==> config.mk <==
export PLATFORM = sky130hd
export DESIGN_NAME = pkcs7_block16_pad_check_flat
export DESIGN_NICKNAME = d
export VERILOG_FILES = /design/src/rtl/core/p7pad_pkg.sv /design/src/rtl/core/p7pad_in_if.sv /design/src/rtl/core/p7pad_out_if.sv /design/src/rtl/core/p7pad_ctrl.sv /design/src/rtl/core/p7pad_dp.sv /design/src/rtl/core/pkcs7_block16_pad_check.sv /design/src/flat_wrapper.sv
export SDC_FILE = /design/constraint.sdc
export NUM_CORES = 1
export LEC_CHECK = 0
export ABC_AREA = 1
export BUFFER_PORTS_ARGS = -buffer_cell sky130_fd_sc_hd__buf_2
export CORE_ASPECT_RATIO = 0.6
export CORE_MARGIN = 2
export CORE_UTILIZATION = 54
export CTS_CLUSTER_SIZE = 20
export DETAILED_ROUTE_END_ITERATION = 7
export GPL_TIMING_DRIVEN = 0
export PLACE_DENSITY_LB_ADDON = 0.3
export SYNTH_ARGS = -nofsm -noshare
export SYNTH_HDL_FRONTEND = slang
export SYNTH_SLANG_ARGS = --single-unit
==> constraint.sdc <==
create_clock -name clk -period 5.3 [get_ports clk]
set_clock_uncertainty 0.1 [all_clocks]
set_input_delay 0.795 -clock clk [delete_from_list [all_inputs] [get_ports clk]]
set_output_delay 0.795 -clock clk [all_outputs]
set_load 0.02 [all_outputs]
==> src/rtl/core/p7pad_pkg.sv <==
// Package for the 16-byte block padding engine.
// Holds the field widths, the limits, the status and mode codes, and the
// command and status structs between controller and datapath. No dependencies.
package p7pad_pkg;

  localparam int BYTE_W    = 8;
  localparam int LEN_W     = 16;
  localparam int STATUS_W  = 2;
  localparam int BLOCK_LEN = 16;
  localparam int BLK_W     = $clog2(BLOCK_LEN);
  localparam int PAD_W     = BLK_W + 1;
  localparam int ADDR_W    = 3;
  localparam int DATA_W    = 32;

  // Largest message length that the byte counter may reach.
  localparam logic [LEN_W-1:0] MAX_LEN = 16'd65535;

  // Status codes carried on the end word.
  localparam logic [STATUS_W-1:0] STATUS_OK  = 2'd0;
  localparam logic [STATUS_W-1:0] STATUS_BAD = 2'd1;
  localparam logic [STATUS_W-1:0] STATUS_OVF = 2'd2;

  // Mode register values.
  localparam logic MODE_PAD   = 1'b0;
  localparam logic MODE_CHECK = 1'b1;

  // Byte address of the mode register.
  localparam logic [ADDR_W-1:0] REG_MODE_ADDR = 3'd0;

  // Commands from the controller to the datapath.
  typedef struct packed {
    logic take;      // accept the input word
    logic emit_end;  // load the end word (error or check result)
    logic load_pad;  // start the pad tail
    logic emit_pad;  // load one pad byte
    logic clear;     // return message state to its reset value
  } p7pad_cmd_t;

  // Status from the datapath to the controller.
  typedef struct packed {
    logic out_free;  // output register can take a word this cycle
    logic pad_go;    // message end in pad mode needs a pad tail
    logic pad_last;  // the next pad byte is the final one
  } p7pad_sts_t;

endpackage

==> src/rtl/core/p7pad_in_if.sv <==
// Input channel of the padding engine: valid, ready and one message word.
// Depends on p7pad_pkg.
interface p7pad_in_if;
  import p7pad_pkg::*;

  logic              valid;
  logic              ready;
  logic [BYTE_W-1:0] data_byte;
  logic              has_byte;
  logic              msg_end;

  modport source (output valid, data_byte, has_byte, msg_end, input ready);
  modport sink (input valid, data_byte, has_byte, msg_end, output ready);
endinterface

==> src/rtl/core/p7pad_out_if.sv <==
// Output channel of the padding engine: valid, ready and one result word.
// Depends on p7pad_pkg.
interface p7pad_out_if;
  import p7pad_pkg::*;

  logic                valid;
  logic                ready;
  logic [BYTE_W-1:0]   out_byte;
  logic                out_end;
  logic [LEN_W-1:0]    msg_length;
  logic [STATUS_W-1:0] status;

  modport source (output valid, out_byte, out_end, msg_length, status, input ready);
  modport sink (input valid, out_byte, out_end, msg_length, status, output ready);
endinterface

==> src/rtl/core/p7pad_ctrl.sv <==
// Controller of the padding engine: accepts words, then sequences the end
// word or the pad tail. Depends on p7pad_pkg.
module p7pad_ctrl (
  input  logic                  clk,
  input  logic                  rst,
  input  logic                  in_valid,
  input  logic                  in_msg_end,
  output logic                  in_ready,
  input  p7pad_pkg::p7pad_sts_t sts,
  output p7pad_pkg::p7pad_cmd_t cmd
);
  import p7pad_pkg::*;

  localparam logic [1:0] S_ACCEPT = 2'd0;
  localparam logic [1:0] S_END    = 2'd1;
  localparam logic [1:0] S_PAD    = 2'd2;

  logic [1:0] state;
  logic [1:0] state_next;

  // Words enter only in the accept state and only when the output can take one.
  assign in_ready = (state == S_ACCEPT) && sts.out_free;

  // Next state and commands.
  always_comb begin
    state_next   = state;
    cmd          = '0;
    case (state)
      S_ACCEPT: begin
        if (in_valid && in_ready) begin
          cmd.take = 1'b1;
          if (in_msg_end) begin
            state_next = S_END;
          end
        end
      end
      S_END: begin
        if (sts.out_free) begin
          if (sts.pad_go) begin
            cmd.load_pad = 1'b1;
            state_next   = S_PAD;
          end else begin
            cmd.emit_end = 1'b1;
            cmd.clear    = 1'b1;
            state_next   = S_ACCEPT;
          end
        end
      end
      S_PAD: begin
        if (sts.out_free) begin
          cmd.emit_pad = 1'b1;
          if (sts.pad_last) begin
            cmd.clear  = 1'b1;
            state_next = S_ACCEPT;
          end
        end
      end
      default: begin
        state_next = S_ACCEPT;
      end
    endcase
  end

  always_ff @(posedge clk) begin
    if (rst) begin
      state <= S_ACCEPT;
    end else begin
      state <= state_next;
    end
  end

  // Every word loaded into the output register needs a free output slot.
  a_emit_needs_room: assert property (@(posedge clk) disable iff (rst)
    (cmd.take || cmd.emit_end || cmd.emit_pad) |-> sts.out_free)
    else $error("word issued while output register is occupied");

  // A message end always leads to the end-evaluation state.
  a_end_follows: assert property (@(posedge clk) disable iff (rst)
    (cmd.take && in_msg_end) |=> (state == S_END))
    else $error("message end not followed by end evaluation");

  // The message state is cleared only when the end word goes out.
  a_clear_with_end: assert property (@(posedge clk) disable iff (rst)
    cmd.clear |-> (cmd.emit_end || (cmd.emit_pad && sts.pad_last)))
    else $error("message cleared without an end word");

endmodule

==> src/rtl/core/p7pad_dp.sv <==
// Datapath of the padding engine: byte counter, 16-byte tail window, pad
// counter, end checks and the output register. Depends on p7pad_pkg.
module p7pad_dp (
  input  logic                           clk,
  input  logic                           rst,
  input  logic                           mode,
  input  logic [p7pad_pkg::BYTE_W-1:0]   in_data_byte,
  input  logic                           in_has_byte,
  input  p7pad_pkg::p7pad_cmd_t          cmd,
  output p7pad_pkg::p7pad_sts_t          sts,
  output logic                           out_valid,
  input  logic                           out_ready,
  output logic [p7pad_pkg::BYTE_W-1:0]   out_byte,
  output logic                           out_end,
  output logic [p7pad_pkg::LEN_W-1:0]    msg_length,
  output logic [p7pad_pkg::STATUS_W-1:0] status
);
  import p7pad_pkg::*;

  logic [LEN_W-1:0]  count;
  logic              ovf;
  logic [BYTE_W-1:0] window [BLOCK_LEN];
  logic [PAD_W-1:0]  pad_left;

  logic [BYTE_W-1:0]   pad_chk;
  logic                chk_range_ok;
  logic                chk_eq_bad;
  logic [PAD_W-1:0]    pad_val;
  logic [LEN_W:0]      total;
  logic [STATUS_W-1:0] end_status;
  logic [LEN_W-1:0]    end_len;
  logic                pad_go;

  assign sts.out_free = !out_valid || out_ready;
  assign sts.pad_go   = pad_go;
  assign sts.pad_last = (pad_left == PAD_W'(1));

  // Check mode: the last byte gives the pad length; that many trailing bytes
  // must all equal it.
  assign pad_chk      = window[BLOCK_LEN-1];
  assign chk_range_ok = (pad_chk != '0) && (pad_chk <= BYTE_W'(BLOCK_LEN));
  always_comb begin
    chk_eq_bad = 1'b0;
    for (int i = 0; i < BLOCK_LEN; i++) begin
      if ((pad_chk >= BYTE_W'(BLOCK_LEN - i)) && (window[i] != pad_chk)) begin
        chk_eq_bad = 1'b1;
      end
    end
  end

  // Pad mode: pad length fills up to the next block boundary.
  assign pad_val = PAD_W'(BLOCK_LEN) - {1'b0, count[BLK_W-1:0]};
  assign total   = {1'b0, count} + (LEN_W+1)'(pad_val);

  // End word fields; overflow outranks every other error.
  always_comb begin
    end_status = STATUS_OK;
    end_len    = '0;
    pad_go     = 1'b0;
    if (ovf) begin
      end_status = STATUS_OVF;
    end else if (mode == MODE_CHECK) begin
      if ((count == '0) || (count[BLK_W-1:0] != '0)) begin
        end_status = STATUS_BAD;
      end else if (!chk_range_ok || chk_eq_bad) begin
        end_status = STATUS_BAD;
      end else if (count == LEN_W'(pad_chk)) begin
        end_status = STATUS_BAD;
      end else begin
        end_len = count - LEN_W'(pad_chk);
      end
    end else begin
      if (count == '0) begin
        end_status = STATUS_BAD;
      end else if (total > {1'b0, MAX_LEN}) begin
        end_status = STATUS_OVF;
      end else begin
        pad_go = 1'b1;
      end
    end
  end

  // Message state: counter, overflow flag and tail window.
  always_ff @(posedge clk) begin
    if (rst || cmd.clear) begin
      count <= '0;
      ovf   <= 1'b0;
      for (int i = 0; i < BLOCK_LEN; i++) begin
        window[i] <= '0;
      end
    end else if (cmd.take && in_has_byte) begin
      if (count >= MAX_LEN) begin
        ovf <= 1'b1;
      end else begin
        count <= count + LEN_W'(1);
      end
      for (int i = 0; i < BLOCK_LEN - 1; i++) begin
        window[i] <= window[i+1];
      end
      window[BLOCK_LEN-1] <= in_data_byte;
    end
  end

  // Pad tail counter.
  always_ff @(posedge clk) begin
    if (rst) begin
      pad_left <= '0;
    end else if (cmd.load_pad) begin
      pad_left <= pad_val;
    end else if (cmd.emit_pad) begin
      pad_left <= pad_left - PAD_W'(1);
    end
  end

  // Output register.
  always_ff @(posedge clk) begin
    if (rst) begin
      out_valid <= 1'b0;
    end else if ((cmd.take && in_has_byte && (mode == MODE_PAD)) ||
                 cmd.emit_end || cmd.emit_pad) begin
      out_valid <= 1'b1;
    end else if (out_ready) begin
      out_valid <= 1'b0;
    end
  end

  always_ff @(posedge clk) begin
    if (cmd.take && in_has_byte && (mode == MODE_PAD)) begin
      out_byte   <= in_data_byte;
      out_end    <= 1'b0;
      msg_length <= '0;
      status     <= STATUS_OK;
    end else if (cmd.emit_end) begin
      out_byte   <= '0;
      out_end    <= 1'b1;
      msg_length <= end_len;
      status     <= end_status;
    end else if (cmd.emit_pad) begin
      out_byte   <= BYTE_W'(pad_val);
      out_end    <= sts.pad_last;
      msg_length <= sts.pad_last ? total[LEN_W-1:0] : '0;
      status     <= STATUS_OK;
    end
  end

  // The overflow flag is only ever set with the counter at its limit.
  a_ovf_at_limit: assert property (@(posedge clk) disable iff (rst)
    ovf |-> (count == MAX_LEN))
    else $error("overflow flag set below the length limit");

  // A pad byte is only issued while pad bytes remain.
  a_pad_left: assert property (@(posedge clk) disable iff (rst)
    cmd.emit_pad |-> (pad_left != '0))
    else $error("pad byte issued with no pad bytes left");

  // After a clear the message state is back at zero.
  a_cleared: assert property (@(posedge clk) disable iff (rst)
    cmd.clear |=> ((count == '0) && !ovf && (window[BLOCK_LEN-1] == '0)))
    else $error("message state not cleared");

endmodule

==> src/rtl/core/pkcs7_block16_pad_check.sv <==
// Top level of the 16-byte block padding engine: mode register on the APB
// port, controller and datapath. Depends on p7pad_pkg, p7pad_in_if,
// p7pad_out_if, p7pad_ctrl and p7pad_dp.
//
// Usage: words enter on din (data_byte, has_byte, msg_end) and results leave
// on dout (out_byte, out_end, msg_length, status), both valid/ready.
// The mode register at byte address 0 selects pad mode (0) or check mode (1);
// write it only while the engine is idle.
// In pad mode each byte comes out in the cycle after it is accepted, and a word
// is taken every cycle while dout keeps up. After a message end item the
// engine enters end evaluation, which loads the end word for an error or in
// check mode; in pad mode the pad tail of 1 to 16 bytes then follows. In check
// mode bytes give no word; the end gives a single word, which end evaluation
// loads into the output register. No new item is taken during the end
// evaluation and the pad tail.
// Reset clears the mode, the byte counter, the tail window and the output
// valid flag. When dout stalls, the held word stays in the output register and
// din.ready drops until that word is taken; nothing is lost.
module pkcs7_block16_pad_check (
  input  logic                           clk,
  input  logic                           rst,
  p7pad_in_if.sink                       din,
  p7pad_out_if.source                    dout,
  input  logic                           psel,
  input  logic                           penable,
  input  logic                           pwrite,
  input  logic [p7pad_pkg::ADDR_W-1:0]   paddr,
  input  logic [p7pad_pkg::DATA_W-1:0]   pwdata,
  output logic [p7pad_pkg::DATA_W-1:0]   prdata,
  output logic                           pready
);
  import p7pad_pkg::*;

  logic       mode;
  p7pad_cmd_t cmd;
  p7pad_sts_t sts;

  // Configuration port: one mode register, zero wait states.
  assign pready = 1'b1;
  assign prdata = (paddr == REG_MODE_ADDR) ? DATA_W'(mode) : '0;

  always_ff @(posedge clk) begin
    if (rst) begin
      mode <= MODE_PAD;
    end else if (psel && penable && pwrite && pready && (paddr == REG_MODE_ADDR)) begin
      mode <= pwdata[0];
    end
  end

  // Controller.
  p7pad_ctrl u_ctrl (
    .clk        (clk),
    .rst        (rst),
    .in_valid   (din.valid),
    .in_msg_end (din.msg_end),
    .in_ready   (din.ready),
    .sts        (sts),
    .cmd        (cmd)
  );

  // Datapath.
  p7pad_dp u_dp (
    .clk          (clk),
    .rst          (rst),
    .mode         (mode),
    .in_data_byte (din.data_byte),
    .in_has_byte  (din.has_byte),
    .cmd          (cmd),
    .sts          (sts),
    .out_valid    (dout.valid),
    .out_ready    (dout.ready),
    .out_byte     (dout.out_byte),
    .out_end      (dout.out_end),
    .msg_length   (dout.msg_length),
    .status       (dout.status)
  );

endmodule
==> src/flat_wrapper.sv <==
// flat-port wrapper written by rule: the top's interface ports become plain ports
module pkcs7_block16_pad_check_flat import p7pad_pkg::*;
  (clk, rst, psel, penable, pwrite, paddr, pwdata, prdata, pready, din_valid, din_data_byte, din_has_byte, din_msg_end, din_ready, dout_valid, dout_out_byte, dout_out_end, dout_msg_length, dout_status, dout_ready);
  p7pad_in_if din_i ();
  p7pad_out_if dout_i ();
  input  logic clk;
  input  logic rst;
  input  logic psel;
  input  logic penable;
  input  logic pwrite;
  input  logic [p7pad_pkg::ADDR_W-1:0] paddr;
  input  logic [p7pad_pkg::DATA_W-1:0] pwdata;
  output logic [p7pad_pkg::DATA_W-1:0] prdata;
  output logic pready;
  input wire logic [$bits(din_i.valid)-1:0] din_valid;
  input wire logic [$bits(din_i.data_byte)-1:0] din_data_byte;
  input wire logic [$bits(din_i.has_byte)-1:0] din_has_byte;
  input wire logic [$bits(din_i.msg_end)-1:0] din_msg_end;
  output wire logic [$bits(din_i.ready)-1:0] din_ready;
  output wire logic [$bits(dout_i.valid)-1:0] dout_valid;
  output wire logic [$bits(dout_i.out_byte)-1:0] dout_out_byte;
  output wire logic [$bits(dout_i.out_end)-1:0] dout_out_end;
  output wire logic [$bits(dout_i.msg_length)-1:0] dout_msg_length;
  output wire logic [$bits(dout_i.status)-1:0] dout_status;
  input wire logic [$bits(dout_i.ready)-1:0] dout_ready;
  assign din_i.valid = din_valid;
  assign din_i.data_byte = din_data_byte;
  assign din_i.has_byte = din_has_byte;
  assign din_i.msg_end = din_msg_end;
  assign din_ready = din_i.ready;
  assign dout_valid = dout_i.valid;
  assign dout_out_byte = dout_i.out_byte;
  assign dout_out_end = dout_i.out_end;
  assign dout_msg_length = dout_i.msg_length;
  assign dout_status = dout_i.status;
  assign dout_i.ready = dout_ready;
  pkcs7_block16_pad_check u_core (.clk(clk), .rst(rst), .din(din_i), .dout(dout_i), .psel(psel), .penable(penable), .pwrite(pwrite), .paddr(paddr), .pwdata(pwdata), .prdata(prdata), .pready(pready));
endmodule
Yosys cells after proc, flatten, opt, wreduce, memory -nomap -nowiden
Memories as Yosys holds them, arrays and structs flattened.
Cells that the tools add are included.
Widths: inputs -> output; s select.
- flip-flop bits (word level): 53
- RAM bits: 128
- input port bits: 52
- output and inout port bits: 62
- logic and storage cells: 204
- memories kept: 1
- add/sub/neg operators: 5
- $lt $le $gt $ge: 18
- equality and inequality tests: 24
- multiplexer cells: 85
- bitwise gates (word level): 18
- reduce and logical (&&, ||, !) cells: 43
- memory list (name ; words ; bits a word ; read ports ; clocked after Yosys merged registers in ; write ports ; line ; text):
    u_core.u_dp.window ; 16 ; 8 ; 16 ; 0 ; 16 ; p7pad_dp.sv:22 ; logic [BYTE_W-1:0] window [BLOCK_LEN];
- operators by type and width (operator ; count):
    $mux 8 ; 19
    $mux 16 ; 8
    $ne 8x8->1 ; 15
    $ge 8x4->1 const B ; 8
    $mux 1 ; 39
    $ge 8x3->1 const B ; 4
    $mux 2 ; 15
    $logic_and 1x1->1 ; 23
    $add 16x5->17 ; 1
    $gt 17x16->1 const B ; 1
    $add 16x1->16 const B ; 1
    $eq 16x8->1 ; 1
    $ge 16x16->1 const B ; 1
    $ge 8x2->1 const B ; 2
    $logic_not 16->1 ; 1
    $or 1x1->1 ; 16
    $sub 16x8->16 ; 1
    $mux 5 ; 2
    $ge 8x5->1 const B ; 1
    $le 8x5->1 const B ; 1
    $ne 2x2->1 const B ; 4
    $reduce_bool 8->1 ; 1
    $logic_or 1x1->1 ; 6
    $pmux 2 s3 ; 1
    16 further kinds ; 21

Longest topological paths before layout
Gate-level depths: netlist (run 1).
An unclocked memory read counts as a cell.
- depth in word-level cells: 24
- mapped depth: 22
- depth with buffers taken out: 21

Hierarchy
Synthesis (run 1) repeated with hierarchy kept, for this count alone.
- cells, all modules: 1407
- area total of the unflattened synthesis: 10924.2 sq um
- by module, submodules not included (module ; times used ; cells an instance ; area an instance (sq um) ; seq. area each (sq um)):
    p7pad_dp ; 1 ; 1317 ; 10339.9 ; 4924.7
    pkcs7_block16_pad_check ; 1 ; 49 ; 334.1 ; 20.0
    p7pad_ctrl ; 1 ; 41 ; 250.2 ; 40.0

Least setup slack after synthesis (run 1)
Ideal clock, no wire load.
- kind: reg-to-reg
- start point: register u_core.u_dp.count[0]
- end point: memory u_core.u_dp.window[0][0] (enable)
- library setup time: 1.122 ns
- data arrival time: 4.300 ns
- data required time: 4.078 ns
- slack: -0.222 ns
- stages on the path, launching flop included: 18
- path buffers: 0
- clock period less this slack: 5.522 ns
- path through: dfxtp_1 > inv_1 > ha_1 > inv_1 > nor2_1 > inv_1 > nor2_2 > ha_1 > nand2_1 > nor2_1 > nand2_1 > nand2_1 > nand2_1 > nand2_1 > nand2_2 > o21ai_2 > a21oi_4 > nand2_1
- RTL lines (item ; line ; text):
    start, declared ; p7pad_dp.sv:20 ; logic [LEN_W-1:0] count;
    start signal, assigned ; p7pad_dp.sv:95 ; count <= count + LEN_W'(1);
    end, declared ; p7pad_dp.sv:22 ;

==> results of run 1 <==
final timing paths:
check,startpoint,end
worst max-delay path,u_core.u_dp.count[0],u_core.u_dp.window[1][21]
worst min-delay path,u_core.u_dp.status[1],u_core.u_dp.status[1]
worst max register to register,u_core.u_dp.count[0],u_core.u_dp.window[1][21]
worst min register to register,u_core.u_dp.status[1],u_core.u_dp.status[1]
cell usage in the layout (no fill, tap or decap), types with 2 or more instances in the layout:
| cell type | netlist | layout |
|---|---|---|
| a21oi_1 | 36 | 36 |
| a31oi_1 | 5 | 5 |
| buf_1 | 7 | 7 |
| buf_2 | 25 | 75 |
| buf_4 | 39 | 39 |
| clkbuf_1 | 15 | 15 |
| clkbuf_16 | 0 | 17 |
| clkinv_1 | 1 | 2 |
| clkinv_2 | 0 | 3 |
| clkinv_4 | 0 | 4 |
| clkinvlp_4 | 0 | 3 |
| conb_1 | 2 | 32 |
| dfxtp_1 | 45 | 45 |
| edfxtp_1 | 136 | 136 |
| ha_1 | 19 | 19 |
| inv_1 | 220 | 220 |
| inv_2 | 3 | 3 |
| inv_6 | 0 | 3 |
| nand2_1 | 373 | 372 |
| nand3_1 | 41 | 41 |
| nand4_1 | 63 | 63 |
| nor2_1 | 241 | 241 |
| nor2_2 | 4 | 4 |
| nor3_1 | 9 | 9 |
| nor4_1 | 2 | 2 |
| o21ai_0 | 44 | 44 |
| o22ai_1 | 7 | 7 |
| or2_2 | 4 | 4 |
| xnor2_1 | 31 | 31 |
| xor2_1 | 25 | 25 |
flip-flops by register name (all words and copies together) (netlist names), 2 cells and up:
signal                  count
u_core.u_dp.status          2
u_core.u_dp.out_byte        8
u_core.u_dp.count          16
u_core.u_ctrl.state         2
u_core.u_dp.msg_length     16
u_core.u_dp.window        128
u_core.u_dp.pad_left        5
layer usage:
metal | vias up | GRT usage [%] | wire length [microns]
met5 | - | 0 | 0
met4 | 0 | 5.144 | 277
met3 | 26 | 8.819 | 3940
met2 | 483 | 35.20 | 10650
met1 | 4377 | 44.22 | 13170
li1 | 4588 | - | -
final cells by class:
type,count,share of cell area [%]
Buffer,86,4.179
Clock buffer,17,3.552
Clock inverter,15,1.108
Inverter,224,7.021
Multi-Input combinational cell,950,37.42
Sequential cell,181,41.63
Tap cell,266,2.779
Timing Repair Buffer,51,2.320
tightest hold or removal path: cells and delay by family, from the launching register on:
| kind | cells | cell delay (ns) |
|---|---|---|
| flops | 1 | 0.31 |
| simple gates | 1 | 0.07 |
| compound gates | 1 | 0.06 |
cells by family after synthesis:
logic type	Yosys count	synth area share, %
flops	181	46.68
buf+inv	310	12.56
xor+xnor	56	4.593
other cells	2	0.07033
compound gates	99	5.015
simple gates	743	28.66
fa+ha+maj	20	2.414
stage by stage:
step           TNS, ns  hold slack [ns]  instance area (sq um)
2_1_floorplan        0           0.3556                  10790
3_3_place_gp    -30.47           0.3594                  11380
3_5_place_dp         0           0.3594                  11420
4_1_cts              0           0.3794                  11980
5_1_grt              0           0.4104                  11980
6_report             0           0.3817                  11980
power by group:
part	switching (mW)	leakage (nW)	internal, mW	total [mW]
combinational	1.49	3.37	0.666	2.15
sequential	0.192	1.80	1.99	2.18
clock	0.582	0.267	0.650	1.23
==> impl_results.md, run 1 <==
* Status: completed
* I/O pins at 114
* DRT antenna net count at 0
* Delay-heaviest family, CP: simple AND/OR/NAND/NOR gates
* Hold Path Stages at 2
* Distinct cells, synth at 39
* N_diodes at 0
* Drt pass-1 iters at 5
* Post-synth EDFFs at 136
* Slowest-stage cell, CP: dfxtp_1
* DRT iter0 DRCs at 1207
* Final period util at 77.28%
* WP depth at 18
* Commonest cells in the netlist: nand2_1, nor2_1, inv_1
* Share of cells above drive strength 1 at 10.70%
* Max Fclk at 244.1 MHz
* Initial core utilization at 55.68%
* Most used DFF post-synth: edfxtp_1
* Die area at 0.02095 sq mm
* Core box area at 0.01918 sq mm
* DR WL/cell at 15.66 microns
* Worst vdd ir at 261.1 uV
* Antenna violations before repair at 0
* Hpwl dp at 20630 microns
* CTS sink cnt at 181
* Flip-flop and latch area at 0.004985 sq mm
* Chip width at 185.5 microns
* Largest net degree at the start of global routing at 84
* Placed Cells incl. Taps at 1758
* Fin worst setup slack at 1.204 ns
* Hold_buf cts at 0
* H-tree Lvls at 4
* YS warnings at 0
* Total GRT Usage at 27.39%
* Final setup violation count at 0
* #FFs+latches synth at 181
* Area Growth Syn to Fin at 12.15%
* First-pass GRT wire length at 43470 microns
* Via count at 9474
* Post-synthesis sequential area ratio at 46.68%
* Number of global-route vias before repair at 8164
* Buf+Inv Stages, Crit Path at 4
* GRT overflow at 0
* Multi-input gate area at 0.004481 sq mm
* Netlist Area Pre-Place at 0.01068 sq mm
* Post-CTS setup buffer count at 0
* CTS Buffer Depth at 2
* Clock transition at the registers of the reported paths at 0.07 ns
* PwrDens at 464.4 mW/mm^2
* Synth async-reset ratio at 0%
* Critical Path Most Common Cell: nand2_1
* Worst Path Max Fanout at 83
* CTS tree: built
* Overall power at 5.562 mW
* Max cap viols at 0
* Worst min path class: flop to flop
* Crit path required time at 5.33 ns
* R2r worst-path depth at 18
* # DRC at 0
* Largest area contributor in the netlist: edfxtp_1
* FF-to-FF setup slack at 1.20 ns
* Post-CTS Resized at 0
* Post-Layout Cell Count at 1790
* Detailed Route WL at 28040 microns
* RSZ-0062 raised after global routing: no
* Nets at 1583
* Setup crit end kind: flop
* Crit path DAT at 4.13 ns
* CTS buffer count at 17
* Routed vias/inst at 5.293
* CTS root buffer: clkbuf_16
* Lkg Pwr at 5.434 nW
* Fill count at 1687
* Final Wtd Congestion at 0.9372
* Startpoint type of the worst setup path: flop
* Hold Vio Cnt, Final at 0
* Avg Synthesized Cell Area at 7.567 sq um
* Crit-path max cell delay at 0.40 ns
* Final min period at 4.096 ns
* Most frequent cell after synthesis: nand2_1
* Buffers added on ports at 50
* # rows at 39
* Critical path class: flop to flop
* Max_slew headroom at 50.52%
* Worst-Margin Slew at 0.7354 ns
* Synthesized instance count at 1411
* Clk_lat worst skew at 0.44 ns
* CP cell instances: inv_1, ha_1, inv_1, nor2_1, inv_1, nor2_2, ha_1, nand2_1, nor2_1, nand2_1, nand2_1, nand2_1, nand2_1, nand2_2, o21ai_2, a21oi_4, nand2_8, buf_16
* Die Span Y at 112.9 microns
* Synth top area share at 38.25%
* Post-place setup slack at 1.352 ns
* Layout Utilization at 62.45%
* Max-slew violation count at 0
* Top post-synthesis cells by area: edfxtp_1, nand2_1, nor2_1, dfxtp_1, inv_1
Note: power is estimated with default switching activity, not from simulation.
==> run 2: changes to the inputs <==
==> constraint.sdc (replaced) <==
create_clock -name clk -period 3.4 [get_ports clk]
set_clock_uncertainty 0.1 [all_clocks]
set_input_delay 0.51 -clock clk [delete_from_list [all_inputs] [get_ports clk]]
set_output_delay 0.51 -clock clk [all_outputs]
set_load 0.02 [all_outputs]
==> run 2 against run 1 <==
  * Sequential cell count unchanged
  * Register-to-register slack lost 1.1 ns
  * Critical path depth decreased by 3
  * Power increased by 59%
  * Combinational power increased by 64%
  * Critical path type unchanged
==> impl_results.md, run 2 (synthesis results as in run 1) <==
* Status: completed
* # DRC at 0 (unchanged)
* Hold Vio Cnt, Final at 0 (unchanged)
* Pint at 5.250 mW (+59%)
* Comb pwr share at 39.7% (+1.0 points)
* Hpwl dp at 21210 microns (+2.8%)
* Detailed Route WL at 29890 microns (+6.6%)
* CTS sink cnt at 181 (unchanged)
* Final setup violation count at 0 (unchanged)
* PwrDens at 726.6 mW/mm^2 (+56%)
* Lkg Pwr at 5.521 nW (+1.6%)
* Clock Power Share at 22.0% (about the same)
* Setup crit end kind: flop
* DRT iter0 DRCs at 1172 (-2.9%)
* I/O pins at 114 (unchanged)
* Flip-flop and latch area at 0.004990 sq mm (+0.10%)
* CTS Buffer Depth at 2 (unchanged)
* Startpoint type of the worst setup path: flop
* H-tree Lvls at 4 (unchanged)
* Worst-Margin Slew at 0.8601 ns (+0.1247 ns)
* Sw frac at 40.79% (+0.17 points)
* Crit path to: u_core.u_dp.msg_length[1]
* Final min period at 3.268 ns (-0.8281 ns)
* Critical path class: flop to flop
* Max-slew violation count at 0 (unchanged)
* Most common cell after layout, fill and taps aside: nand2_1
* Reg-to-reg endpoint: u_core.u_dp.msg_length[1]
* Hold_buf cts at 0 (unchanged)
* Final Wtd Congestion at 0.9300 (-0.77%)
* FF-to-FF setup slack at 0.13 ns (-1.07 ns)
* Multi-input gate area at 0.004662 sq mm (+4.0%)
* Seq pwr share at 38.3% (-0.9 points)
* DR WL/cell at 16.61 microns (+6.1%)
* Buffers added on ports at 50 (unchanged)
* Antenna violations before repair at 0 (unchanged)
* Core box area at 0.01918 sq mm (unchanged)
* Worst min path class: primary input to flop
* Max reg flops at 128 (unchanged)
* CTS tree: built
* Share of cells above drive strength 1 at 12.46% (+1.8 points)
* Initial core utilization at 55.68% (unchanged)
* Commonest cells after routing, fill and taps aside: nand2_1, nor2_1, inv_1
* Overall power at 8.866 mW (+59%)
* Placed Cells incl. Taps at 1757 (-0.057%)
* Largest net degree at the start of global routing at 33 (-61%)
* Top reg by flops: u_core.u_dp.window
* Hold slack at 0.2591 ns (-0.1226 ns)
* DRT antenna net count at 0 (unchanged)
* GRT overflow at 0 (unchanged)
* Number of global-route vias before repair at 8650 (+6.0%)
* P_sw at 3.617 mW (+60%)
* Drt pass-1 iters at 5 (unchanged)
* R2r worst-path depth at 15 (-3)
* Fill count at 1661 (-1.5%)
* # rows at 39 (unchanged)
* Routed vias/inst at 5.325 (+0.60%)
* Crit path DAT at 3.55 ns (-0.58 ns)
* Max_slew headroom at 42.13% (-8.4 points)
* Worst Path Max Fanout at 10 (-88%)
* Total GRT Usage at 29.26% (+1.9 points)
* CTS root buffer: clkbuf_16
* Die area at 0.02095 sq mm (unchanged)
* Die Span Y at 112.9 microns (unchanged)
* Chip width at 185.5 microns (unchanged)
* Final period util at 96.12% (+19 points)
* Area Growth Syn to Fin at 14.28%
* Worst vdd ir at 389.2 uV (+49%)
* Worst Setup SP: u_core.u_dp.window[1][59]
* N_diodes at 0 (unchanged)
* Biggest regs: u_core.u_dp.window x128, u_core.u_dp.count x16, u_core.u_dp.msg_length x16
* Crit path required time at 3.68 ns (-1.65 ns)
* Clock transition at the registers of the reported paths at 0.07 ns (about the same)
* Via count at 9579 (+1.1%)
* CTS buffer count at 17 (unchanged)
* Max Fclk at 306.0 MHz (+25%)
* Max cap viols at 0 (unchanged)
* R2r startpoint: u_core.u_dp.window[1][59]
* Post-Layout Cell Count at 1799 (+0.50%)
* First-pass GRT wire length at 46420 microns (+6.8%)
* Clk_lat worst skew at 0.44 ns (about the same)
* Nets at 1592 (+0.57%)
==> run 2: cell count changes in the layout (fill, tap and decap cells not counted), sizes merged <==
cell	previous run	this run
buf	122	123
clkbuf	32	39
clkinv	9	7
inv	226	224
nand2	374	379
==> run 2: metrics by stage <==
stage	util [%]	area [sq um]	setup TNS (ns)	setup slack, ns
2_1_floorplan	-	10810	0	0.1568
3_3_place_gp	59.39	11390	-134.70	-0.7236
3_5_place_dp	59.39	11390	-156.82	-0.7985
4_1_cts	63.07	12090	0	0.02274
5_1_grt	63.63	12200	-0.2237	-0.02519
6_report	63.63	12200	0	0.1320
==> run 2: how the worst min path moves through the flow <==
stage                                       start                      end  slack (ns)  depth (start not counted)
final                                   pwdata[0]              u_core.mode        0.26                          3
after global placement      u_core.u_dp.status[1]    u_core.u_dp.status[1]        0.36                          2
after floorplan           u_core.u_dp.pad_left[1]  u_core.u_dp.pad_left[1]        0.36                          2
after detailed placement    u_core.u_dp.status[1]    u_core.u_dp.status[1]        0.37                          2
after global routing                          rst  u_core.u_dp.pad_left[1]        0.26                          2
after CTS                                     rst  u_core.u_dp.pad_left[3]        0.24                          2
==> run 2: worst max-delay path, stage by stage (launching register included) <==
cell and delay, ns:
edfxtp_1 0.40, clkbuf_1 0.36, buf_1 0.43, nand2_1 0.18
nand4_1 0.12, nor2_1 0.29, nand2_1 0.11, nand2_1 0.10
nand3_1 0.07, nor2_1 0.09, nand3_1 0.08, nor2_1 0.32
nand3_1 0.22, o21ai_0 0.22, nand2_1 0.07, inv_1 0.05
==> run 2: what timing repair did <==
item | CTS | global route
resized for setup | 12 | 22
setup buffers | 3 | 2
cloned | 4 | 1
setup endpoints to repair | 300 | 289
pin swaps | 3 | 2
==> run 2: layout make-up <==
| cell class | count | share of cell area [%] |
|---|---|---|
| plain buffers | 86 | 4.214 |
| clock buffers | 21 | 3.773 |
| clock inverters | 11 | 0.8408 |
| inverters | 224 | 6.890 |
| multi-input cells | 955 | 38.20 |
| flip-flops and latches | 181 | 40.89 |
| well taps | 266 | 2.727 |
| repair buffers | 55 | 2.461 |
==> run 2: power by group through the flow <==
stage	Sequential (mW)	Combinational, mW	Clock (mW)
after floorplan	3.56	2.15	0
after global placement	3.42	3.20	0
after detailed placement	3.44	3.27	0
after CTS	3.39	3.38	1.95
after global routing	3.47	3.89	2.04
final	3.40	3.52	1.95
==> run 2: layer usage <==
metal | vias up | routed length [microns] | GRT usage [%] | share of wire (%)
li1 | 4605 | - | - | -
met1 | 4423 | 13870 | 47.71 | 46
met2 | 513 | 11420 | 38.13 | 38
met3 | 38 | 4206 | 7.821 | 14
met4 | 0 | 392 | 5.774 | 1.3
met5 | - | 0 | 0 | 0
